[src/design/bfhc_pkg.sv]
// bfhc_pkg: shared types, constants and field helpers for the battery frame
// hysteresis control block. No dependencies; every other design file imports it.
`default_nettype none

package bfhc_pkg;

  // frame layout
  localparam logic [4:0] FRAME_LAST = 5'd17;   // position of the last byte of a frame
  localparam logic [4:0] KEEP_FROM  = 5'd8;    // first byte after the timestamp
  localparam logic [4:0] HB_LAST    = 5'd16;   // last byte of the heartbeat text
  localparam logic [4:0] BAT_END    = 5'd10;   // last byte of the battery field
  localparam logic [4:0] MAX_END    = 5'd13;   // last byte of the maximum field
  localparam logic [4:0] MIN_END    = 5'd16;   // last byte of the minimum field

  localparam logic [7:0] ASCII_ONE  = 8'h31;
  localparam logic [7:0] ASCII_PLUS = 8'h2B;
  localparam logic [7:0] ASCII_MIN  = 8'h2D;

  localparam logic [15:0] GAP_LIMIT_RST = 16'd750;
  localparam logic [31:0] HB_LIMIT_RST  = 32'd300000;

  localparam int unsigned OUT_DATA_W = 48;
  localparam int unsigned LEVEL_W    = 11;

  typedef enum logic {
    CFG_BYTE_GAP = 1'b0,
    CFG_HB_LIMIT = 1'b1
  } cfg_idx_t;

  typedef enum logic {
    KIND_BYTE = 1'b0,
    KIND_TICK = 1'b1
  } kind_t;

  typedef enum logic [1:0] {
    EV_DATA      = 2'd0,
    EV_HEARTBEAT = 2'd1,
    EV_DROP      = 2'd2,
    EV_LOST      = 2'd3
  } event_t;

  typedef enum logic [1:0] {
    PH_WS   = 2'd0,
    PH_DIG  = 2'd1,
    PH_DONE = 2'd2
  } parse_ph_t;

  typedef logic signed [LEVEL_W-1:0] level_t;

  typedef struct packed {
    kind_t      kind;
    logic [7:0] data_byte;
  } item_t;

  typedef struct packed {
    event_t     event_res;
    level_t     battery_level;
    level_t     max_level;
    level_t     min_level;
    logic       plugged_in;
    logic       charge_enable;
    logic       plug_warning;
    logic [4:0] bytes_received;
  } result_t;

  // expected heartbeat text, index 0 is frame byte 8
  function automatic logic [7:0] hb_char(input logic [3:0] idx);
    logic [7:0] c;
    case (idx)
      4'd0:    c = 8'h48;  // H
      4'd1:    c = 8'h45;  // E
      4'd2:    c = 8'h41;  // A
      4'd3:    c = 8'h52;  // R
      4'd4:    c = 8'h54;  // T
      4'd5:    c = 8'h42;  // B
      4'd6:    c = 8'h45;  // E
      4'd7:    c = 8'h41;  // A
      4'd8:    c = 8'h54;  // T
      default: c = 8'h00;
    endcase
    return c;
  endfunction

  function automatic logic is_ws(input logic [7:0] c);
    return (c == 8'd32) || ((c >= 8'd9) && (c <= 8'd13));
  endfunction

  function automatic logic is_digit(input logic [7:0] c);
    return (c >= 8'h30) && (c <= 8'h39);
  endfunction

  // atoi over three characters: whitespace, optional sign, digits
  function automatic level_t parse_field(input logic [7:0] c0, input logic [7:0] c1,
                                         input logic [7:0] c2);
    logic [2:0][7:0] cs;
    logic [7:0]      ch;
    parse_ph_t       ph;
    logic            neg;
    logic [9:0]      v;
    level_t          val;
    cs  = {c2, c1, c0};
    ph  = PH_WS;
    neg = 1'b0;
    v   = '0;
    for (int k = 0; k < 3; k++) begin
      ch = cs[k];
      case (ph)
        PH_WS: begin
          if (is_ws(ch)) begin
            ph = PH_WS;
          end else if (ch == ASCII_PLUS || ch == ASCII_MIN) begin
            neg = (ch == ASCII_MIN);
            ph  = PH_DIG;
          end else if (is_digit(ch)) begin
            v  = {6'd0, ch[3:0]};
            ph = PH_DIG;
          end else begin
            ph = PH_DONE;
          end
        end
        PH_DIG: begin
          if (is_digit(ch)) begin
            v = v * 10'd10 + {6'd0, ch[3:0]};
          end else begin
            ph = PH_DONE;
          end
        end
        default: ph = PH_DONE;
      endcase
    end
    val = {1'b0, v};
    return neg ? LEVEL_W'(-val) : val;
  endfunction

endpackage

`default_nettype wire

[src/design/bfhc_in_stage.sv]
// bfhc_in_stage: input register for the byte/tick channel.
// Depends on bfhc_pkg for the item type.
`default_nettype none

module bfhc_in_stage (
  input  wire logic           clk,
  input  wire logic           rst_n,
  input  wire logic           in_valid,
  output logic                in_ready,
  input  wire bfhc_pkg::item_t in_item,
  input  wire logic           advance,    // held item is consumed this cycle
  output logic                item_valid,
  output bfhc_pkg::item_t     item
);
  import bfhc_pkg::*;

  logic  valid_r, valid_nxt;
  item_t item_r;

  assign in_ready  = !valid_r || advance;
  assign valid_nxt = in_valid ? 1'b1 : (advance ? 1'b0 : valid_r);

  always_ff @(posedge clk) begin
    if (!rst_n) begin
      valid_r <= 1'b0;
    end else begin
      valid_r <= valid_nxt;
    end
  end

  always_ff @(posedge clk) begin
    if (in_valid && in_ready) begin
      item_r <= in_item;
    end
  end

  assign item_valid = valid_r;
  assign item       = item_r;

endmodule

`default_nettype wire

[src/design/bfhc_core.sv]
// bfhc_core: frame assembly, incremental field parsing, gap and heartbeat
// timers, charge hysteresis and the configuration registers. Uses bfhc_pkg.
`default_nettype none

module bfhc_core (
  input  wire logic            clk,
  input  wire logic            rst_n,
  input  wire logic            cfg_wr_en,
  input  wire logic            cfg_index,
  input  wire logic [31:0]     cfg_wr_data,
  input  wire logic            step,        // process the held item now
  input  wire bfhc_pkg::item_t item,
  output logic                 res_valid,
  output bfhc_pkg::result_t    res
);
  import bfhc_pkg::*;

  logic [4:0]  pos_r, pos_nxt;
  logic [15:0] gap_r, gap_nxt, gap_inc;
  logic [31:0] hb_cnt_r, hb_cnt_nxt, hb_inc;
  logic        charging_r, charging_nxt, chg_off;
  logic [15:0] gap_limit_r, gap_limit_nxt;
  logic [31:0] hb_limit_r, hb_limit_nxt;
  logic [7:0]  prev1_r, prev1_nxt, prev2_r, prev2_nxt;
  level_t      bat_r, bat_nxt, mx_r, mx_nxt, mn_r, mn_nxt;
  logic        hb_ok_r, hb_ok_nxt;
  logic        plugged;
  logic [3:0]  hb_idx;
  logic [4:0]  hb_off;

  assign gap_inc = (gap_r == 16'hFFFF) ? gap_r : gap_r + 16'd1;
  assign hb_inc  = (hb_cnt_r == 32'hFFFF_FFFF) ? hb_cnt_r : hb_cnt_r + 32'd1;
  assign hb_off  = pos_r - KEEP_FROM;
  assign hb_idx  = hb_off[3:0];
  assign plugged = (item.data_byte == ASCII_ONE);
  // switch turns off first, then may turn back on within the same frame
  assign chg_off = (bat_r >= mx_r) ? 1'b0 : charging_r;

  always_comb begin
    pos_nxt       = pos_r;
    gap_nxt       = gap_r;
    hb_cnt_nxt    = hb_cnt_r;
    charging_nxt  = charging_r;
    gap_limit_nxt = gap_limit_r;
    hb_limit_nxt  = hb_limit_r;
    prev1_nxt     = prev1_r;
    prev2_nxt     = prev2_r;
    bat_nxt       = bat_r;
    mx_nxt        = mx_r;
    mn_nxt        = mn_r;
    hb_ok_nxt     = hb_ok_r;
    res_valid     = 1'b0;
    res           = '0;
    res.charge_enable = charging_r;

    if (cfg_wr_en) begin
      case (cfg_idx_t'(cfg_index))
        CFG_BYTE_GAP: gap_limit_nxt = cfg_wr_data[15:0];
        CFG_HB_LIMIT: hb_limit_nxt  = cfg_wr_data;
        default:      gap_limit_nxt = gap_limit_r;
      endcase
    end

    if (step) begin
      if (item.kind == KIND_BYTE) begin
        gap_nxt   = '0;
        prev1_nxt = item.data_byte;
        prev2_nxt = prev1_r;
        if (pos_r == BAT_END) bat_nxt = parse_field(prev2_r, prev1_r, item.data_byte);
        if (pos_r == MAX_END) mx_nxt  = parse_field(prev2_r, prev1_r, item.data_byte);
        if (pos_r == MIN_END) mn_nxt  = parse_field(prev2_r, prev1_r, item.data_byte);
        // running match of the heartbeat text over bytes 8..16
        if (pos_r == KEEP_FROM) begin
          hb_ok_nxt = (item.data_byte == hb_char(hb_idx));
        end else if (pos_r > KEEP_FROM && pos_r <= HB_LAST) begin
          hb_ok_nxt = hb_ok_r && (item.data_byte == hb_char(hb_idx));
        end
        if (pos_r == FRAME_LAST) begin
          pos_nxt        = '0;
          hb_cnt_nxt     = '0;
          res_valid      = 1'b1;
          res.plugged_in = plugged;
          if (hb_ok_r) begin
            res.event_res    = EV_HEARTBEAT;
            res.plug_warning = !plugged && charging_r;
          end else begin
            charging_nxt      = (bat_r <= mn_r) ? 1'b1 : chg_off;
            res.event_res     = EV_DATA;
            res.battery_level = bat_r;
            res.max_level     = mx_r;
            res.min_level     = mn_r;
            res.charge_enable = charging_nxt;
            res.plug_warning  = !plugged && charging_nxt;
          end
        end else begin
          pos_nxt = pos_r + 5'd1;
        end
      end else begin
        hb_cnt_nxt = hb_inc;
        if (pos_r != '0) begin
          if (gap_inc >= gap_limit_r) begin
            res_valid          = 1'b1;
            res.event_res      = EV_DROP;
            res.bytes_received = pos_r;
            pos_nxt            = '0;
            gap_nxt            = '0;
          end else begin
            gap_nxt = gap_inc;
          end
        end else if (hb_inc >= hb_limit_r) begin
          hb_cnt_nxt    = '0;
          res_valid     = 1'b1;
          res.event_res = EV_LOST;
        end
      end
    end
  end

  always_ff @(posedge clk) begin
    if (!rst_n) begin
      pos_r       <= '0;
      gap_r       <= '0;
      hb_cnt_r    <= '0;
      charging_r  <= 1'b1;
      gap_limit_r <= GAP_LIMIT_RST;
      hb_limit_r  <= HB_LIMIT_RST;
      hb_ok_r     <= 1'b0;
    end else begin
      pos_r       <= pos_nxt;
      gap_r       <= gap_nxt;
      hb_cnt_r    <= hb_cnt_nxt;
      charging_r  <= charging_nxt;
      gap_limit_r <= gap_limit_nxt;
      hb_limit_r  <= hb_limit_nxt;
      hb_ok_r     <= hb_ok_nxt;
    end
  end

  always_ff @(posedge clk) begin
    prev1_r <= prev1_nxt;
    prev2_r <= prev2_nxt;
    bat_r   <= bat_nxt;
    mx_r    <= mx_nxt;
    mn_r    <= mn_nxt;
  end

endmodule

`default_nettype wire

[src/design/bfhc_out_stage.sv]
// bfhc_out_stage: result register and packing onto the result stream.
// Depends on bfhc_pkg for the result type and data width.
`default_nettype none

module bfhc_out_stage (
  input  wire logic              clk,
  input  wire logic              rst_n,
  input  wire logic              load,
  input  wire bfhc_pkg::result_t res,
  output logic                   free,      // register can take a result this cycle
  output logic                   out_tvalid,
  input  wire logic              out_tready,
  output logic [bfhc_pkg::OUT_DATA_W-1:0] out_tdata,
  output logic [1:0]             out_tuser
);
  import bfhc_pkg::*;

  logic    valid_r, valid_nxt;
  result_t res_r;

  assign free      = !valid_r || out_tready;
  assign valid_nxt = load ? 1'b1 : (out_tready ? 1'b0 : valid_r);

  always_ff @(posedge clk) begin
    if (!rst_n) begin
      valid_r <= 1'b0;
    end else begin
      valid_r <= valid_nxt;
    end
  end

  always_ff @(posedge clk) begin
    if (load) begin
      res_r <= res;
    end
  end

  assign out_tvalid = valid_r;
  assign out_tuser  = res_r.event_res;
  assign out_tdata  = {7'd0, res_r.bytes_received, res_r.plug_warning, res_r.charge_enable,
                       res_r.plugged_in, res_r.min_level, res_r.max_level,
                       res_r.battery_level};

endmodule

`default_nettype wire

[src/design/battery_frame_hysteresis_control.sv]
// battery_frame_hysteresis_control: top level, input register, core logic and
// result register. Depends on bfhc_pkg, bfhc_in_stage, bfhc_core, bfhc_out_stage.
//
//   channel  dir  signals                          contents
//   in_      in   tvalid tready tdata[7:0] tuser   serial byte or 1 ms tick
//   out_     out  tvalid tready tdata[47:0] tuser  frame, drop or loss event
//   cfg_     in   wr_en index wr_data[31:0]        gap limit, heartbeat limit
//
// Each request passes the input register, the core logic and the result register in that
// order; one request is taken every cycle unless the result register is stalled.
// The input register waits only while the result register holds an untaken result.
// Requests that cause no result pass through without touching the result register.
// Reset (rst_n low, synchronous) clears both registers, the frame position and
// the timers, turns charging on and restores the limits to 750 and 300000.
`default_nettype none

module battery_frame_hysteresis_control (
  input  wire logic        clk,
  input  wire logic        rst_n,
  input  wire logic        in_tvalid,
  output logic             in_tready,
  input  wire logic [7:0]  in_tdata,    // [7:0] data_byte
  input  wire logic        in_tuser,    // [0] kind
  output logic             out_tvalid,
  input  wire logic        out_tready,
  output logic [47:0]      out_tdata,   // [10:0] battery_level, [21:11] max_level,
                                        // [32:22] min_level, [33] plugged_in,
                                        // [34] charge_enable, [35] plug_warning,
                                        // [40:36] bytes_received, [47:41] zero
  output logic [1:0]       out_tuser,   // [1:0] event_res
  input  wire logic        cfg_wr_en,
  input  wire logic        cfg_index,
  input  wire logic [31:0] cfg_wr_data
);
  import bfhc_pkg::*;

  item_t   in_item, item;
  logic    item_valid, advance, out_free, res_valid;
  result_t res;

  assign in_item = '{kind: kind_t'(in_tuser), data_byte: in_tdata};
  assign advance = item_valid && out_free;

  bfhc_in_stage u_in (
    .clk        (clk),
    .rst_n      (rst_n),
    .in_valid   (in_tvalid),
    .in_ready   (in_tready),
    .in_item    (in_item),
    .advance    (advance),
    .item_valid (item_valid),
    .item       (item)
  );

  bfhc_core u_core (
    .clk         (clk),
    .rst_n       (rst_n),
    .cfg_wr_en   (cfg_wr_en),
    .cfg_index   (cfg_index),
    .cfg_wr_data (cfg_wr_data),
    .step        (advance),
    .item        (item),
    .res_valid   (res_valid),
    .res         (res)
  );

  bfhc_out_stage u_out (
    .clk        (clk),
    .rst_n      (rst_n),
    .load       (advance && res_valid),
    .res        (res),
    .free       (out_free),
    .out_tvalid (out_tvalid),
    .out_tready (out_tready),
    .out_tdata  (out_tdata),
    .out_tuser  (out_tuser)
  );

endmodule

`default_nettype wire

[config.mk]
export PLATFORM = sky130hd
export DESIGN_NAME = battery_frame_hysteresis_control
export DESIGN_NICKNAME = d
export VERILOG_FILES = /design/src/design/bfhc_pkg.sv /design/src/design/bfhc_in_stage.sv /design/src/design/bfhc_core.sv /design/src/design/bfhc_out_stage.sv /design/src/design/battery_frame_hysteresis_control.sv
export SDC_FILE = /design/constraint.sdc
export NUM_CORES = 1
export LEC_CHECK = 0
export ABC_AREA = 1
export BUFFER_PORTS_ARGS = -buffer_cell sky130_fd_sc_hd__buf_2
export CORE_MARGIN = 8
export CORE_UTILIZATION = 50
export DETAILED_ROUTE_END_ITERATION = 12
export PLACE_DENSITY = 0.77
export SETUP_SLACK_MARGIN = 0.4
export SLEW_MARGIN = 40
export SYNTH_ARGS = -nofsm -noshare
export SYNTH_HDL_FRONTEND = slang
export SYNTH_SLANG_ARGS = --single-unit
[constraint.sdc]
create_clock -name clk -period 7.9 [get_ports clk]
set_clock_uncertainty 0.15 [all_clocks]
set_input_delay 1.58 -clock clk [delete_from_list [all_inputs] [get_ports clk]]
set_output_delay 1.58 -clock clk [all_outputs]
set_load 0.005 [all_outputs]
== Word-level counts from Yosys, hierarchy flattened ==
Memory sizes are Yosys's and may differ from the RTL's.
Index checks and enable logic that the tools add are counted.
Cells by class
  add/sub/neg operators: 13
  $mul: 6
  divide/modulo/power cells: 0
  order comparisons: 18
  equal/unequal tests: 27
  shift operators: 0
  mux-type cells: 166
  bitwise gates (word level): 4
  reduce and logical (&&, ||, !) cells: 49
Operators with widths (count)
  2-to-1 mux 10 bit: 56
  2-to-1 mux 32 bit: 5
  case mux 10 bit (2 select lines): 6
  == test 8 x 6 -> 1 bit (second input constant): 10
  2-to-1 mux 16 bit: 4
  2-to-1 mux 2 bit: 32
  adder 10 x 4 -> 10 bit: 6
  multiplier 10 x 3 -> 9 bit (second input constant): 6
  2-to-1 mux 8 bit: 7
  2-to-1 mux 1 bit: 42
  2-to-1 mux 37 bit: 1
  2-to-1 mux 5 bit: 7
  2-to-1 mux 33 bit: 1
  negator 10 -> 11 bit: 3
  adder 32 x 1 -> 32 bit (second input constant): 1
  == test 32 bit (second input constant): 1
  greater-or-equal comparator 32 bit: 1
  greater-or-equal comparator 8 x 4 -> 1 bit (second input constant): 3
  greater-or-equal comparator 8 x 6 -> 1 bit (second input constant): 3
  less-or-equal comparator 8 x 4 -> 1 bit (second input constant): 3
  less-or-equal comparator 8 x 6 -> 1 bit (second input constant): 3
  AND reduction 3 bit: 6
  adder 16 x 1 -> 16 bit (second input constant): 1
  == test 16 bit (second input constant): 1
  other kinds (26): 74
Word-level totals
  bits in registers: 206
  bits in latches: 0
  RAM bits: 0
  bits in read-only memories: 192
  input bits: 47
  output and inout port bits: 52
  word-level logic and storage cells: 312
  memories: 2
Memory list
  (name not given): depth 16, width 6, rd ports 1, clocked after memory_dff 0, wr ports 0, line bfhc_pkg.sv:69  | case (idx)
  (name not given): depth 16, width 6, rd ports 1, clocked after memory_dff 0, wr ports 0, line bfhc_pkg.sv:69

== Longest topological paths before layout ==
Gate-level depths: netlist (run 1).
  word-level depth: 24
  gate-level depth with buffers: 34
  mapped depth without buffers: 34

== Modules after synthesis ==
Synthesis (run 1) repeated with hierarchy kept, for this count alone.
Unflattened totals
  cells, all modules: 1605
  area, all modules: 12699.7 um^2
By module, submodules not included
  bfhc_core: times used 1, cells each 1528, area an instance 10966.8 um^2, sequential area each 3533.4 um^2
  bfhc_out_stage: times used 1, cells each 57, area an instance 1393.8 um^2, sequential area each 1311.3 um^2
  bfhc_in_stage: times used 1, cells each 16, area an instance 321.6 um^2, sequential area each 290.3 um^2
  battery_frame_hysteresis_control: times used 1, cells each 4, area an instance 17.5 um^2, sequential area each 0.0 um^2

== Worst setup path before layout (run 1) ==
Ideal clock, no wire load.
  path type: reg2reg
  start: reg u_core.prev2_r[1]
  end: reg u_core.bat_r[9], data pin
  library setup time: 0.261 ns
  arrival time: 4.121 ns
  data required time: 7.489 ns
  slack: 3.368 ns
  cell stages (with the launch flop): 29
  path buffers: 0
  period minus slack after synthesis: 4.532 ns
  path through: edfxtp_1 -> nor2_2 -> o21ai_2 -> nor2_1 -> ha_1 -> ha_1 -> inv_1 -> or2_2 -> nand2_1 -> nand2_1 -> nand3_1 -> nand2_1 -> ha_1 -> ha_1 -> fa_1 -> xor2_1 -> nand2_1 -> nor2_1 -> nand3_1 -> nand2_1 -> inv_1 -> nand3_1 -> nand2_1 -> nor2_1 -> nor2_1 -> nor2_2 -> nand2_1 -> nand2_1 -> nand2_1
On the way
  cells in the longest elaborated chain, start to end: 24
  elaborated cells between the ends (all ways): 65
  classes of those cells: 3 x add/sub; 2 x mul; 4 x order compare; 5 x eq/ne; 45 x mux; 6 x reduce/logical
RTL lines
  start, declared: line bfhc_core.sv:24  | logic [7:0] prev1_r, prev1_nxt, prev2_r, prev2_nxt;
  start signal, assigned: line bfhc_core.sv:141  | prev2_r <= prev2_nxt;
  greater-or-equal comparator 8 x 6 -> 1 bit / less-or-equal comparator 8 x 6 -> 1 bit (equally long branches): line bfhc_pkg.sv:89  | return (c >= 8'h30) && (c <= 8'h39);
  logical AND 1 bit: line bfhc_pkg.sv:89
  2-to-1 mux 4 bit: line bfhc_pkg.sv:114  | end else if (is_digit(ch)) begin
  2-to-1 mux 10 bit: line bfhc_pkg.sv:111  | end else if (ch == ASCII_PLUS || ch == ASCII_MIN) begin
  2-to-1 mux 10 bit: line bfhc_pkg.sv:109  | if (is_ws(ch)) begin
  2-to-1 mux 10 bit: line bfhc_core.sv:69  | if (pos_r == BAT_END) bat_nxt = parse_field(prev2_r, prev1_r, item.data_byte);
  2-to-1 mux 10 bit: line bfhc_core.sv:65  | if (item.kind == KIND_BYTE) begin
  2-to-1 mux 10 bit: line bfhc_core.sv:64  | if (step) begin
  [8 not listed]
  adder 10 x 4 -> 10 bit / 2-to-1 mux 10 bit (equally long branches): line bfhc_pkg.sv:123, bfhc_pkg.sv:111
  2-to-1 mux 10 bit (on tied branches): line bfhc_pkg.sv:122, bfhc_pkg.sv:109
  case mux 10 bit (2 select lines): line bfhc_pkg.sv:107  | case (ph)
  2-to-1 mux 10 bit: line bfhc_core.sv:69
  2-to-1 mux 10 bit: line bfhc_core.sv:65
  2-to-1 mux 10 bit: line bfhc_core.sv:64
  negator 10 -> 11 bit: line bfhc_pkg.sv:132  | return neg ? LEVEL_W'(-val) : val;
  2-to-1 mux 10 bit *: line bfhc_pkg.sv:132
  end signal, assigned: line bfhc_core.sv:142  | bat_r <= bat_nxt;
  end, declared: line bfhc_core.sv:25  | level_t bat_r, bat_nxt, mx_r, mx_nxt, mn_r, mn_nxt;
Every way passes the cells marked *; elsewhere a longest branch is shown, timed or not. The select of a mux whose other input is x is not followed.
A chain may end at the register's enable or synchronous reset.

== Worst setup path in the final report (run 1) ==
  start: reg u_core.prev2_r[1]
  end: reg u_core.bat_r[10], data pin
On the way
  cells in the longest elaborated chain, start to end: 23
  elaborated cells between the ends (all ways): 64
  classes of those cells: 3 x add/sub; 2 x mul; 4 x order compare; 5 x eq/ne; 44 x mux; 6 x reduce/logical
RTL lines (line)
  greater-or-equal comparator 8 x 6 -> 1 bit / less-or-equal comparator 8 x 6 -> 1 bit (equally long branches): bfhc_pkg.sv:89
  logical AND 1 bit: bfhc_pkg.sv:89
  2-to-1 mux 4 bit: bfhc_pkg.sv:114
  2-to-1 mux 10 bit: bfhc_pkg.sv:111
  2-to-1 mux 10 bit: bfhc_pkg.sv:109
  2-to-1 mux 10 bit: bfhc_core.sv:69
  2-to-1 mux 10 bit: bfhc_core.sv:65
  2-to-1 mux 10 bit: bfhc_core.sv:64
  [7 not listed]
  multiplier 10 x 3 -> 9 bit / 2-to-1 mux 10 bit (equally long branches): bfhc_pkg.sv:123, bfhc_pkg.sv:114
  adder 10 x 4 -> 10 bit / 2-to-1 mux 10 bit (equally long branches): bfhc_pkg.sv:123, bfhc_pkg.sv:111
  2-to-1 mux 10 bit (on tied branches): bfhc_pkg.sv:122, bfhc_pkg.sv:109
  case mux 10 bit (2 select lines): bfhc_pkg.sv:107
  2-to-1 mux 10 bit: bfhc_core.sv:69
  2-to-1 mux 10 bit: bfhc_core.sv:65
  2-to-1 mux 10 bit: bfhc_core.sv:64
  negator 10 -> 11 bit: bfhc_pkg.sv:132
Parallel ways exist; a longest one is shown, timed or not. The select of a mux whose other input is x is not followed.

==> metrics, run 1 <==
initial DRC count=781; Sink Count=206; VDD IR max=approximately 0.00019 V; antenna viol nets, final=0; sw power=roughly 0.52 mW; HPWL after DPL=around 22000 um; total CTS buffers=23; initial core utilization=approximately half; wire per inst=~14 um; routed vias/inst=approximately 5.2; Die Area=30200 sq um; leakage=about 6.3 nW; Net Sw Frac=about 22%; Yosys reg bits=roughly 210; Critical Path RT=around 8000 ps; Final period util=between 60% and 70%; family with the most delay on the worst path=simple AND/OR/NAND/NOR gates; total track usage=18.4%; Mapped Cells=around 1600; RSZ-0062 raised after global routing=false; R2R cell count=25; Design Power=approximately 2.4 mW; Hold Vio Cnt, Final=0; Min Clock Period, post-route=approximately 5000 ps; post-cts sizing count=0; worst-path fanout max=5; DR vias=~11000; setup TNS=0 ps; CP dominant cell by count=nand2_1; Die Height=between 150 and 200 um; ys async rst share=0%; r2r setup slk=roughly 2900 ps; status=finished, final reports clean; width of the die=174 um; Placer Congestion=around 0.93; htree depth=1; 1st-pass router iterations=5; Buf+Inv Stages, Crit Path=1; slowest stage delay, CP=between 500 and 600 ps; hold buffer count at CTS=0; cell-internal power=between 1.5 and 2 mW; hold path cells=2; PwrDens=170 nW/um^2; IO Pins=99; Setup CP Type=reg -> reg; final wirelength=28400 um; # DRC=0; Ant. Diodes=0; Area Growth Syn to Fin=12.4%; arrival time worst endpoint=a little over 5000 ps; Comb power frac=roughly 5.3%; yosys warns=0; clk buf depth=3; HP Start=u_core.hb_limit_r[20]; layout cells sized above 1=roughly 13%; grt total ovfl=0; crit path max-delay cell type=fa_1; Worst Max-Slew Pin Slew=between 600 and 700 ps; largest net degree at the start of global routing=55; endpoint class of the critical path=register; clk_lat worst skew=520 ps; instance count on the critical path=25; Slew HR=between 50% and 60%; fmax=roughly 200 MHz; number of synthesized flops with an enable pin=approximately 100; worst hold slack=between 300 and 400 ps; clock share of power=around 46%; Reg-to-Reg End=u_core.bat_r[10]; initial antenna violation count=0; Unique masters post-synth=54; Seq/Total Area, Yosys=41.3%; WHS Endpoint=u_core.hb_limit_r[20]; vias in the first global route=between 10000 and 15000; post-synthesis cell area=roughly 12000 sq um; Setup Fix Bufs, Post-CTS=0; CTS tree=built; Final nets=approximately 1800; first-pass GRT wire length=about 48000 um; sequential power share=between 40 and 50%; Slew Limit Fails=0; average size of a mapped cell=around 7.8 sq um; Max-cap violations=0; Core ar.=about 24000 sq um; r2r startpoint=u_core.prev2_r[1]; final setup vio count=0; Synth Flop Type=dfxtp_1; clock root cell=clkbuf_16; CP Launch Type=register; Hold Path Class=reg -> reg; FP Rows=57; Worst-path clk slew=about 60 ps; port buffer count=91
-- state kept, by name (all words and copies together) (netlist names) --
name / flops
u_core.hb_cnt_r: 32
u_core.mn_r: 11
u_core.prev1_r: 8
u_core.bat_r: 11
u_core.charging_r: 1
u_out.out_tvalid: 1
u_core.hb_limit_r: 32
u_out.out_tuser: 2
u_core.pos_r: 5
u_in.item_valid: 1
u_core.hb_ok_r: 1
u_core.mx_r: 11
u_out.out_tdata: 41
u_core.gap_r: 16
u_in.item: 9
u_core.prev2_r: 8
u_core.gap_limit_r: 16
-- cell type report --
cell class,instances,area [sq um]
Clock inverter,8,124
Fill cell,2179,10400
Tap cell,324,405
Sequential cell,206,5130
Timing Repair Buffer,97,500
Clock buffer,33,654
Inverter,234,886
Multi-Input combinational cell,1106,6270
-- power by group through the flow --
stage	clock network, mW	logic [mW]	registers, mW
floorplan	0	0.0925	1.17
detailed placement	0	0.126	1.17
global route	1.16	0.146	1.15
global placement	0	0.122	1.17
CTS	1.12	0.127	1.15
finish	1.10	0.127	1.15
-- cells in the mapped netlist (all sizes together), types with 2 or more instances --
library cell | count | share of area, %
nand3 | 118 | 5.0
a211oi | 4 | 0.24
ha | 98 | 9.9
dfxtp | 105 | 17
o211ai | 22 | 1.3
nor2 | 169 | 5.6
a31oi | 5 | 0.25
edfxtp | 101 | 24
xor2 | 26 | 2.0
xnor2 | 16 | 1.1
clkinv | 2 | 0.10
inv | 232 | 7.0
fa | 4 | 0.64
nor4 | 10 | 0.50
buf | 15 | 0.71
clkbuf | 31 | 0.94
nor3 | 27 | 1.2
o21ai | 72 | 3.1
or2 | 12 | 0.60
a21oi | 140 | 5.7
nand2 | 340 | 11
nand4 | 25 | 1.3
-- worst max path at each step --
stage | startpoint | slack, ps | end
floorplan | u_core.prev2_r[1] | 3370 | u_core.bat_r[9]
global placement | u_core.hb_cnt_r[1] | 2900 | u_out.out_tdata[23]
detailed placement | u_core.prev2_r[1] | 2960 | u_core.bat_r[10]
CTS | u_core.prev2_r[7] | 2930 | u_core.bat_r[10]
global route | u_core.prev2_r[6] | 2370 | u_core.mx_r[9]
finish | u_core.prev2_r[1] | 2880 | u_core.bat_r[10]
-- placed cells by master (no fill, tap or decap), types with 5 or more instances in the layout --
master	instances
nand3_1	112
conb_1	7
nor4_1	9
dfxtp_1	105
nand4_1	24
nor2_2	14
xor2_1	24
nand2_2	16
xnor2_1	16
nor2_4	5
edfxtp_1	101
inv_1	217
o21ai_0	65
clkbuf_16	24
or2_2	9
a21oi_1	139
clkbuf_1	7
a31oi_1	5
nor2_1	150
ha_1	98
nand2_1	320
inv_2	14
buf_4	6
nor3_1	25
buf_2	91
o211ai_1	22
-- worst min-delay path, stage by stage, from the launching register on --
cell and delay (ps):
dfxtp_1 290, inv_1 60, a21oi_1 50
-- routing by layer --
metal  up-vias  wire, um  share of wire, %  track usage [%]
met5         -         0                 0                0
met4         0      1000               3.5             6.80
met3        64      1920               6.8             3.09
met2       335     12600                44             30.2
met1      4742     12800                45             24.0
li1       5395         -                 -                -
-- per-stage QoR --
stage                     instances  area, sq um  util (%)  worst slack (ps)
after floorplan                1592        12500         -              3370
after global placement         1967        13200      54.0              2900
after detailed placement       1967        13200      54.1              2960
after CTS                      2008        14000      57.3              2930
after global routing           2008        14000      57.3              2370
final                          2008        14000      57.3              2880
-- kinds of logic (layout without fill, tap and decap cells) --
logic type | Yosys count | in the layout | synth area share (%)
buffers and inverters | 280 | 372 | 8.75
AOI/OAI and AO/OA | 248 | 248 | 10.9
xor gates and xnor gates | 42 | 42 | 3.08
and+or+nand+nor | 706 | 706 | 25.3
adders and majority gates | 102 | 102 | 10.5
other | 1 | 7 | 0.0302
muxes | 1 | 1 | 0.0805
DFF | 206 | 206 | 41.3
No activity file was read; power rests on OpenSTA's default activity.
==> run 2: changes to the inputs <==
PLACE_DENSITY = 0.8   (was 0.77)
clock period = 4.3 ns   (was 7.9 ns; I/O delays follow)
==> run 2 against run 1 <==
  * The run now ends with negative setup slack left
  * First-iteration DRC count grew 6.9%
  * Largest power group is now clock
  * Via count grew 6.2%
  * Clock power grew 99%
  * Core utilization grew 4.7 points
  * Wire length grew 13%
  * Non-clock buffer count grew 51
  * Count of clock-buffer cells in the layout shrank 3
  * Worst setup slack lost 3200 ps
  * Critical endpoint unchanged
==> metrics, run 2 (synthesis gave the netlist of run 1 again) <==
HPWL after DPL=22800 um; r2r setup slk=-300 ps; DR vias=around 11000; R2R cell count=28; total track usage=19.7%; r2r startpoint=u_core.prev2_r[6]; width of the die=174 um; Worst-path clk slew=60 ps; Ant. Diodes=0; HP Start=u_core.prev1_r[6]; port buffer count=between 90 and 100; CTS tree=built; worst hold slack=approximately 310 ps; fmax=between 200 and 250 MHz; IO Pins=99; 1st-pass router iterations=5; worst-path fanout max=4; sw power=1.02 mW; Net Sw Frac=a little under a quarter; clk buf depth=3; initial DRC count=835; clock share of power=48.1%; leakage=6.75 nW; antenna viol nets, final=0; Hold Vio Cnt, Final=0; family with the most delay on the worst path=simple AND/OR/NAND/NOR gates; final setup vio count=15; largest net degree at the start of global routing=55; PwrDens=approximately 300 nW/um^2; Design Power=4.54 mW; Fill cells=1997; htree depth=1; routed vias/inst=5.43; Area Growth Syn to Fin=21.5%; max FFs per register=between 40 and 50; arrival time worst endpoint=4710 ps; first-pass GRT wire length=slightly above 50000 um; RSZ-0062 raised after global routing=true; Hold Path Class=reg -> reg; Final WS setup=-296 ps; Slew HR=between 50% and 60%; initial antenna violation count=0; clock root cell=clkbuf_16; CP dominant cell by count=nand2_2; VDD IR max=between 0.0002 and 0.00025 V; Sink Count=~210; Critical Path RT=roughly 4400 ps; Min Clock Period, post-route=~4600 ps; Reg-to-Reg End=u_core.bat_r[10]; FP Rows=57; layout cells sized above 1=between 20% and 30%; Comb power frac=under 10%; Buf+Inv Stages, Crit Path=4; WHS Endpoint=u_core.prev2_r[6]; status=finished, violations left; endpoint class of the critical path=register; grt total ovfl=0; initial core utilization=between 50 and 60%; crit path max-delay cell type=fa_1; final wirelength=around 32000 um; most frequent cells in the layout=nand2_1, inv_1, nor2_1; total CTS buffers=24; Placer Congestion=around 0.91; cell-internal power=approximately 3.5 mW; most common cell after layout, fill and taps aside=nand2_1; Worst Max-Slew Pin Slew=between 600 and 700 ps; Max-cap violations=0; violated checks=negative setup slack; Setup CP Type=reg -> reg; clk_lat worst skew=530 ps; Core ar.=around 24000 sq um; hold path cells=0; vias in the first global route=10897; slowest stage delay, CP=about 450 ps; Die Height=174 um; sequential power share=46.5%; Die Area=around 30000 sq um; CP Launch Type=register; Final nets=around 1900; Slew Limit Fails=0; wire per inst=15.5 um; Final period util=107%; # DRC=0
## run 2: power groups by stage
stage | clock network [mW] | registers [mW] | logic (mW)
after CTS | 2.20 | 2.11 | 0.239
after global routing | 2.29 | 2.12 | 0.278
final | 2.19 | 2.11 | 0.245
after floorplan | 0 | 2.15 | 0.170
after detailed placement | 0 | 2.16 | 0.235
after global placement | 0 | 2.15 | 0.225
## run 2: worst max-delay path by stage
stage | start | cells after the start | slack, ps | to
global route | u_core.prev2_r[6] | 31 | -620 | u_core.mx_r[9]
finish | u_core.prev2_r[6] | 28 | -300 | u_core.bat_r[10]
global placement | u_core.prev2_r[7] | 30 | -7 | u_core.mn_r[9]
floorplan | u_core.prev2_r[1] | 25 | 80 | u_core.bat_r[9]
CTS | u_core.prev2_r[6] | 30 | -80 | u_core.bat_r[9]
detailed placement | u_core.prev2_r[7] | 27 | -160 | u_core.bat_r[9]
## run 2: area by class of cell
| type | count | area, sq um | area share, % |
|---|---|---|---|
| inverter | 234 | 888 | 5.88 |
| timing repair buffer | 148 | 962 | 6.37 |
| clock inverter | 11 | 174 | 1.15 |
| sequential | 206 | 5140 | 34.0 |
| tap | 324 | 405 | 2.68 |
| clock buffer | 30 | 674 | 4.46 |
| multi-input combinational | 1106 | 6870 | 45.5 |
## run 2: through the flow
step	instance area (sq um)	setup slack (ps)	utilization, %	instances	TNS (ps)
floorplan	12700	76.7	-	1592	0
global placement	13600	-7.46	55.9	1993	-22.4
detailed placement	13600	-159	55.9	1993	-1500
CTS	14600	-78.2	60.0	2040	-391
global route	15100	-617	62.0	2059	-7250
finish	15100	-296	62.0	2059	-2900
## run 2: worst register-to-register path, delay by kind of cell (launching register included)
family          cells  cell delay [ps]
compound gates      2              230
simple gates       16             1670
buf+inv             4              350
xor+xnor            1              130
fa+ha+maj           5             1410
flops               1              410
## run 2: repair_timing
action	CTS	global route
hold buffers	0	0
endpoints found under the setup margin	64	102
gates resized for setup	26	68
pin swaps	30	42
hold endpoints to repair	0	0
gates cloned	0	4
setup buffers	6	15
## run 2: per-layer routing
layer | part of all wire [%] | GRT usage (%)
met1 | 42 | 25.1
met2 | 48 | 33.8
met3 | 7.1 | 3.38
met4 | 2.6 | 5.84
met5 | 0 | 0
